--- config.mk ---
export PLATFORM = sky130hd
export DESIGN_NAME = tick_delay_round_robin_scheduler
export DESIGN_NICKNAME = d
export VERILOG_FILES = /design/src/hdl/tdrr_pkg.sv /design/src/hdl/tdrr_ctrl.sv /design/src/hdl/tdrr_dp.sv /design/src/hdl/tick_delay_round_robin_scheduler.sv
export SDC_FILE = /design/constraint.sdc
export NUM_CORES = 1
export LEC_CHECK = 0
export ABC_AREA = 1
export BUFFER_PORTS_ARGS = -buffer_cell sky130_fd_sc_hd__buf_2
export CORE_AREA = 8 8 199 201
export CTS_BUF_LIST = sky130_fd_sc_hd__clkbuf_4 sky130_fd_sc_hd__clkbuf_8
export DETAILED_ROUTE_END_ITERATION = 10
export DIE_AREA = 0 0 207 209
export GPL_ROUTABILITY_DRIVEN = 0
export GPL_TIMING_DRIVEN = 0
export HOLD_SLACK_MARGIN = 0.03
export SLEW_MARGIN = 10
export SYNTH_ARGS = -nofsm -noshare
export SYNTH_HDL_FRONTEND = slang
export SYNTH_HIERARCHICAL = 1
export SYNTH_SLANG_ARGS = --single-unit
--- constraint.sdc ---
create_clock -name clk -period 4.1 [get_ports clk]
set_clock_uncertainty 0.1 [all_clocks]
set_input_delay 0.205 -clock clk [delete_from_list [all_inputs] [get_ports clk]]
set_output_delay 0.205 -clock clk [all_outputs]
set_load 0.005 [all_outputs]
--- src/hdl/tdrr_pkg.sv ---
// Shared types and constants for the tick delay round-robin scheduler.
`timescale 1ns / 1ps

package tdrr_pkg;

  localparam int TICK_W = 32;
  localparam int TASK_ID_W = 3;
  localparam int MASK_W = 5;

  localparam logic OP_TICK = 1'b0;
  localparam logic OP_DELAY = 1'b1;

  typedef struct packed {
    logic              op;
    logic [TICK_W-1:0] delay_ticks;
  } item_t;

  typedef struct packed {
    logic [TASK_ID_W-1:0] running_task;
    logic [TICK_W-1:0]    tick_now;
    logic [MASK_W-1:0]    ready_mask;
  } result_t;

  typedef struct packed {
    logic capture;
    logic exec;
    logic pick;
  } dp_cmd_t;

endpackage

--- src/hdl/tdrr_ctrl.sv ---
// Sequencing state machine for the scheduler: capture, execute, pick.
`timescale 1ns / 1ps

module tdrr_ctrl import tdrr_pkg::*; (
  input  logic    clk,
  input  logic    rst,
  input  logic    item_valid,
  output logic    item_stall,
  output logic    result_valid,
  input  logic    result_stall,
  output dp_cmd_t cmd
);

  typedef enum logic [2:0] {
    ST_IDLE = 3'b001,
    ST_EXEC = 3'b010,
    ST_PICK = 3'b100
  } state_t;

  state_t state;
  state_t state_next;
  logic   load_ok;
  logic   accept;

  assign load_ok    = !result_valid || !result_stall;
  assign item_stall = !((state == ST_IDLE) || ((state == ST_PICK) && load_ok));
  assign accept     = item_valid && !item_stall;

  assign cmd.capture = accept;
  assign cmd.exec    = (state == ST_EXEC);
  assign cmd.pick    = (state == ST_PICK) && load_ok;

  always_comb begin
    state_next = state;
    unique case (state)
      ST_IDLE: begin
        if (accept) begin
          state_next = ST_EXEC;
        end
      end
      ST_EXEC: begin
        state_next = ST_PICK;
      end
      ST_PICK: begin
        if (load_ok) begin
          state_next = accept ? ST_EXEC : ST_IDLE;
        end
      end
      default: begin
        state_next = ST_IDLE;
      end
    endcase
  end

  always_ff @(posedge clk) begin
    if (rst) begin
      state        <= ST_IDLE;
      result_valid <= 1'b0;
    end else begin
      state <= state_next;
      if (cmd.pick) begin
        result_valid <= 1'b1;
      end else if (!result_stall) begin
        result_valid <= 1'b0;
      end
    end
  end

  // an accepted word always goes straight to execution
  a_accept_exec: assert property (@(posedge clk) disable iff (rst)
    accept |=> (state == ST_EXEC))
    else $error("accepted word did not enter execution");

  // execution is always followed by the pick
  a_exec_pick: assert property (@(posedge clk) disable iff (rst)
    (state == ST_EXEC) |=> (state == ST_PICK))
    else $error("execution not followed by pick");

  // a new result only appears out of the pick state
  a_result_src: assert property (@(posedge clk) disable iff (rst)
    $rose(result_valid) |-> $past(state == ST_PICK))
    else $error("result appeared without a pick");

endmodule

--- src/hdl/tdrr_dp.sv ---
// Scheduler datapath: tick counter, block flags, wake times, round-robin pick.
`timescale 1ns / 1ps

module tdrr_dp import tdrr_pkg::*; #(
  parameter int TASKS = 5
) (
  input  logic    clk,
  input  logic    rst,
  input  dp_cmd_t cmd,
  input  item_t   item,
  output result_t result
);

  localparam int SW = $clog2(TASKS);

  logic [TICK_W-1:0] tick_counter;
  logic [SW-1:0]     current_slot;
  logic [TASKS-1:0]  blocked;
  logic [TICK_W-1:0] wake_time [TASKS];
  item_t             item_q;

  logic [TICK_W-1:0]    tick_inc;
  logic [TASKS-1:0]     rdy_user;
  logic [2*TASKS-1:0]   rdy_dbl;
  logic [2*TASKS-1:0]   rot_full;
  logic [TASKS-1:0]     rot;
  logic [SW:0]          shamt;
  logic [SW:0]          pos_sum;
  logic [SW:0]          pos_wrap;
  logic [SW-1:0]        offset;
  logic                 found;
  logic [SW-1:0]        pick_slot;
  logic [SW+2:0]        slot_ext;
  logic [TASKS+4:0]     mask_ext;

  assign tick_inc = tick_counter + 32'd1;

  // rotate the user-ready vector so the slot after the running one is bit 0
  assign rdy_user = ~blocked & ~TASKS'(1);
  assign rdy_dbl  = {rdy_user, rdy_user};
  assign shamt    = {1'b0, current_slot} + (SW+1)'(1);
  assign rot_full = rdy_dbl >> shamt;
  assign rot      = rot_full[TASKS-1:0];

  always_comb begin
    found  = 1'b0;
    offset = '0;
    for (int k = TASKS - 1; k >= 0; k--) begin
      if (rot[k]) begin
        found  = 1'b1;
        offset = SW'(k);
      end
    end
  end

  assign pos_sum   = shamt + {1'b0, offset};
  assign pos_wrap  = (pos_sum >= (SW+1)'(TASKS)) ? pos_sum - (SW+1)'(TASKS) : pos_sum;
  assign pick_slot = found ? pos_wrap[SW-1:0] : '0;

  assign slot_ext = {3'b000, pick_slot};
  assign mask_ext = {5'b00000, ~blocked};

  always_ff @(posedge clk) begin
    if (rst) begin
      tick_counter <= '0;
      current_slot <= SW'(1);
      blocked      <= '0;
    end else begin
      if (cmd.exec) begin
        if (item_q.op == OP_TICK) begin
          tick_counter <= tick_inc;
          for (int i = 1; i < TASKS; i++) begin
            if (blocked[i] && (wake_time[i] == tick_inc)) begin
              blocked[i] <= 1'b0;
            end
          end
        end else if (current_slot != '0) begin
          blocked[current_slot] <= 1'b1;
        end
      end
      if (cmd.pick) begin
        current_slot <= pick_slot;
      end
    end
  end

  always_ff @(posedge clk) begin
    if (cmd.capture) begin
      item_q <= item;
    end
    if (cmd.exec && (item_q.op == OP_DELAY) && (current_slot != '0)) begin
      wake_time[current_slot] <= tick_counter + item_q.delay_ticks;
    end
    if (cmd.pick) begin
      result.running_task <= slot_ext[TASK_ID_W-1:0];
      result.tick_now     <= tick_counter;
      result.ready_mask   <= mask_ext[MASK_W-1:0];
    end
  end

endmodule

--- src/hdl/tick_delay_round_robin_scheduler.sv ---
// Top level of the tick delay round-robin task scheduler.
`timescale 1ns / 1ps
//
// Usage:
//   item channel (item_valid / item_stall / item): one word per event,
//   op = tick advances the 32-bit tick counter and wakes every blocked task
//   whose wake time equals the new count; op = delay blocks the running
//   user task until tick + delay_ticks (ignored while idle runs).
//   result channel (result_valid / result_stall / result): one word per
//   item, carrying the slot picked to run next, the tick count and the
//   ready mask of slots 0..4. Slot 0 is the idle task and is always ready.
// Flow: an accepted item is executed, then the round-robin pick loads the
//   result register; an item is not taken while the previous one executes,
//   and the next item is taken in the same cycle as the pick.
// Reset: tick counter cleared, all tasks ready, slot 1 running, no result.
// Stall: a finished result holds in the output register while
//   result_stall is high; one more item can be taken meanwhile and runs
//   up to its pick, then waits until the register frees.
//
module tick_delay_round_robin_scheduler import tdrr_pkg::*; #(
  parameter int TASKS = 5
) (
  input  logic    clk,
  input  logic    rst,
  input  logic    item_valid,
  output logic    item_stall,
  input  item_t   item,
  output logic    result_valid,
  input  logic    result_stall,
  output result_t result
);

  dp_cmd_t cmd;

  // control: sequences each word and owns the result valid flag
  tdrr_ctrl u_ctrl (
    .clk          (clk),
    .rst          (rst),
    .item_valid   (item_valid),
    .item_stall   (item_stall),
    .result_valid (result_valid),
    .result_stall (result_stall),
    .cmd          (cmd)
  );

  // datapath: scheduler state and the round-robin pick
  tdrr_dp #(
    .TASKS (TASKS)
  ) u_dp (
    .clk    (clk),
    .rst    (rst),
    .cmd    (cmd),
    .item   (item),
    .result (result)
  );

endmodule
==> out/qor.txt <==
Post-Syn Instances -> 1363
CTS tree -> built
Highest fanout seen on the critical path -> 9
Slew at the pin closest to its max-slew limit -> 0.816 ns
Horiz. Die Dim -> 207 µm
Minimum setup slack after placement -> 0.584 ns
Power per standard cell area -> 372 mW/mm²
VDD IR-drop max -> 0.195 mV
Max_cap viols -> 0
Unrepaired setup endpoints after global routing -> false
Clock Pin Slew Worst Setup and Hold Paths -> 0.06 ns
Clock H-tree levels -> 2
Path depth of the worst reg2reg path -> 20
Final setup slack of the worst path -> 0.551 ns
Die Outline Area -> 0.0433 mm²
Remaining max-slew budget at the tightest pin -> 45.6%
Die Ht -> 209 µm
Number of instances on the worst hold path -> 2
Total routed wirelength -> 36300 µm
Vias per cell -> 5.02
Final worst hold slack -> 0.243 ns
Root cell of the clock tree -> sky130_fd_sc_hd__clkbuf_8
Total Negative Setup Slacks -> 0 ns
Share of async-settable or async-resettable flops after synthesis -> 0%
Final Hold Violating Endpoints -> 0
Portion of the post-synthesis area used by sequential elements -> 53.4%
Number of CTS-inserted buffers -> 44
Fill cell instance count of the final layout -> 3504
Worst hold-check path type -> in -> reg
Nets -> 1615
Mean routed wirelength per cell -> 17.8 µm
Worst Hold Endpoint -> u_dp/item_q[1]$_DFFE_PP_
Antenna violation net count after detailed routing -> 0
Number of antenna violations at the first check in global routing -> 1
Final Instance Count excl. Fillers -> 2043
Buffer levels on the longest clock path -> 3
Classification of the worst setup path -> reg -> reg
I/O pin cnt -> 79
Share of the clock period used by the worst path -> 86.6%
Wire length of the first global-routing pass -> 55800 µm
Total number of clock tree sinks -> 245
Final critical-path required period -> 3.55 ns
Final max-slew violation count -> 0
Arr. time, crit path -> 3.78 ns
Required arrival time at the worst endpoint -> 4.33 ns
Number of synthesis warnings -> 6
Site row count -> 70
Highest-count cells in the layout ignoring fill and taps -> 315 x sky130_fd_sc_hd__nand2_1, 201 x sky130_fd_sc_hd__edfxtp_1, 127 x sky130_fd_sc_hd__inv_1
Leading register cell type out of synthesis -> sky130_fd_sc_hd__edfxtp_1
Total half-perimeter wirelength after legalization and detailed placement -> 28000 µm
Mean instance size in the synthesized netlist -> 9.50 µm²
R2R Path Start -> u_dp/current_slot[1]$_SDFFE_PP0P_
Number of nets produced by synthesis -> 1439
Worst reg2reg setup slack -> 0.55 ns
Hold Path Origin -> item[1]
Combined area of the multi-input logic cells -> 0.00550 mm²
Number of register bits inferred by synthesis -> 245
Number of synthesized flops with an enable pin -> 201
Crit path capture type -> flop
Area taken by flip-flops and latches -> 0.00692 mm²
Post-cts sizing count -> 0
Placed Instances -> 1923
Run status -> completed
Antenna fix cells -> 0
Layout cell share with drive strength beyond 1 -> 16.1%
Cell area after synthesis -> 0.0130 mm²
Number of DRC violations after detailed-routing iteration 0 -> 739
Core outline area -> 0.0363 mm²
Total leakage power -> 0.00645 µW
PortBufs -> 78
Maximum clock frequency -> 0.282 GHz
Number of library cell types mapped by synthesis -> 50
Area growth from synthesis to final layout -> 19.5%
Grt ovf -> 0
Pin count of the biggest net entering global routing -> 34
Total number of vias -> 10200
Final setup fails -> 0
Drt pass-1 iters -> 6
Starting density of the core -> 35.7%
Vias in the first global route -> 10200
Clock latency of the later-clocked register in the worst-skew pair -> 0.57 ns
Worst R2R End -> u_dp/result[39]$_DFFE_PP_
Most common cell after layout, fill and taps aside -> sky130_fd_sc_hd__nand2_1
Startpoint Class -> flop
Overall global routing resource usage -> 16.4%
Post-detailed-route DRC marker count -> 0
Postcts setup bufs -> 0
[synth_stat cells, types with 4 or more instances]
cell	instances	share of area, %
sky130_fd_sc_hd__edfxtp_1	201	47
sky130_fd_sc_hd__ha_1	37	3.6
sky130_fd_sc_hd__o211ai_1	9	0.52
sky130_fd_sc_hd__nor2_4	5	0.43
sky130_fd_sc_hd__o21ai_1	12	0.46
sky130_fd_sc_hd__inv_1	128	3.7
sky130_fd_sc_hd__nor3_1	11	0.42
sky130_fd_sc_hd__xor2_1	48	3.2
sky130_fd_sc_hd__a21oi_1	80	3.1
sky130_fd_sc_hd__a31oi_1	4	0.19
sky130_fd_sc_hd__o21bai_1	7	0.41
sky130_fd_sc_hd__nor2_8	5	0.77
sky130_fd_sc_hd__nand4_1	10	0.48
sky130_fd_sc_hd__nand3_1	83	3.2
sky130_fd_sc_hd__nand2_2	26	1.3
sky130_fd_sc_hd__dfxtp_1	44	6.8
sky130_fd_sc_hd__o21ai_0	68	2.6
sky130_fd_sc_hd__nand2_4	11	0.96
sky130_fd_sc_hd__nand2_1	315	9.1
sky130_fd_sc_hd__a21o_1	4	0.23
sky130_fd_sc_hd__xnor2_1	26	1.8
sky130_fd_sc_hd__nand3b_1	42	2.4
sky130_fd_sc_hd__clkbuf_1	11	0.32
sky130_fd_sc_hd__a21boi_0	4	0.23
sky130_fd_sc_hd__nor2_1	120	3.5
sky130_fd_sc_hd__inv_2	5	0.14
sky130_fd_sc_hd__nand3_2	8	0.62
[kinds of logic (layout without fill, tap and decap cells)]
family	Yosys count	after routing	synth area share, %
mux	2	2	0.155
flops	245	245	53.4
fa+ha+maj	39	39	3.88
buf+inv	147	359	4.31
compound gates	202	202	8.77
simple gates	652	652	24.1
xor+xnor	76	76	5.35
[report_power, final]
group          total, µW  internal, µW  leakage (µW)  switching, µW
combinational        417           146       0.00370            271
clock               2530          1510      0.000519           1020
sequential          2820          2770       0.00223           41.1
total               5760          4430       0.00645           1330
[flip-flops by register name, indices dropped and copies added, names as in the netlist]
name	count
u_ctrl/result_valid	1
u_dp/result	40
u_dp/blocked	5
u_dp/wake_time	128
u_ctrl/state	3
u_dp/tick_counter	32
u_dp/item_q	33
u_dp/current_slot	3
[metal layers]
layer | GRT usage (%) | part of all wire (%) | vias up
met5 | 0 | 0.030 | -
met4 | 6.26 | 3.3 | 2
met3 | 3.16 | 7.2 | 75
met2 | 26.1 | 44 | 356
met1 | 22.0 | 45 | 4811
li1 | - | - | 5005
[stage by stage]
stage / total power, µW / area, µm² / utilization, %
floorplan: 3110 / 13000 / -
global placement: 3240 / 13900 / 38.4
detailed placement: 3250 / 14100 / 38.9
CTS: 5830 / 15500 / 42.7
global route: 5990 / 15500 / 42.7
finish: 5760 / 15500 / 42.7
[worst max-delay path by stage]
stage                                      startpoint                              to  slack, ns
global placement    u_dp/current_slot[0]$_SDFFE_PP1P_  u_dp/wake_time[2][3]$_DFFE_PP_      -2.23
CTS                 u_dp/current_slot[1]$_SDFFE_PP0P_       u_dp/result[39]$_DFFE_PP_       0.58
detailed placement  u_dp/current_slot[1]$_SDFFE_PP0P_       u_dp/result[39]$_DFFE_PP_       0.58
floorplan           u_dp/current_slot[0]$_SDFFE_PP1P_  u_dp/wake_time[1][0]$_DFFE_PP_       0.14
global route        u_dp/current_slot[1]$_SDFFE_PP0P_       u_dp/result[39]$_DFFE_PP_       0.16
finish              u_dp/current_slot[1]$_SDFFE_PP0P_       u_dp/result[39]$_DFFE_PP_       0.55
[cell type report]
cell class,count,area share [%]
Timing Repair Buffer,130,6.02
Clock inverter,16,1.16
Tap cell,468,3.78
Clock buffer,66,5.18
Multi-Input combinational cell,971,35.6
Inverter,133,3.23
Buffer,14,0.380
Sequential cell,245,44.7
[critical path: stages, from the launching register on]
cell,delay (ns)
sky130_fd_sc_hd__dfxtp_1,0.52
sky130_fd_sc_hd__inv_1,0.17
sky130_fd_sc_hd__nor2_1,0.16
sky130_fd_sc_hd__inv_1,0.12
sky130_fd_sc_hd__o22ai_1,0.17
sky130_fd_sc_hd__a21oi_1,0.09
sky130_fd_sc_hd__nand3_1,0.09
sky130_fd_sc_hd__nand2_1,0.05
sky130_fd_sc_hd__nand2_1,0.06
sky130_fd_sc_hd__ha_1,0.13
sky130_fd_sc_hd__inv_1,0.06
sky130_fd_sc_hd__fa_1,0.48
sky130_fd_sc_hd__inv_1,0.06
sky130_fd_sc_hd__ha_1,0.20
sky130_fd_sc_hd__inv_1,0.07
sky130_fd_sc_hd__nor2_1,0.04
sky130_fd_sc_hd__o211ai_1,0.32
sky130_fd_sc_hd__nand2_1,0.11
sky130_fd_sc_hd__xor2_1,0.15
sky130_fd_sc_hd__nand2_1,0.08
sky130_fd_sc_hd__inv_1,0.05
[repair_timing]
action,CTS,global route
setup endpoints to repair,0,0
hold buffers,38,0
endpoints found under the hold margin,38,0
(Power assumes the default switching activity.)
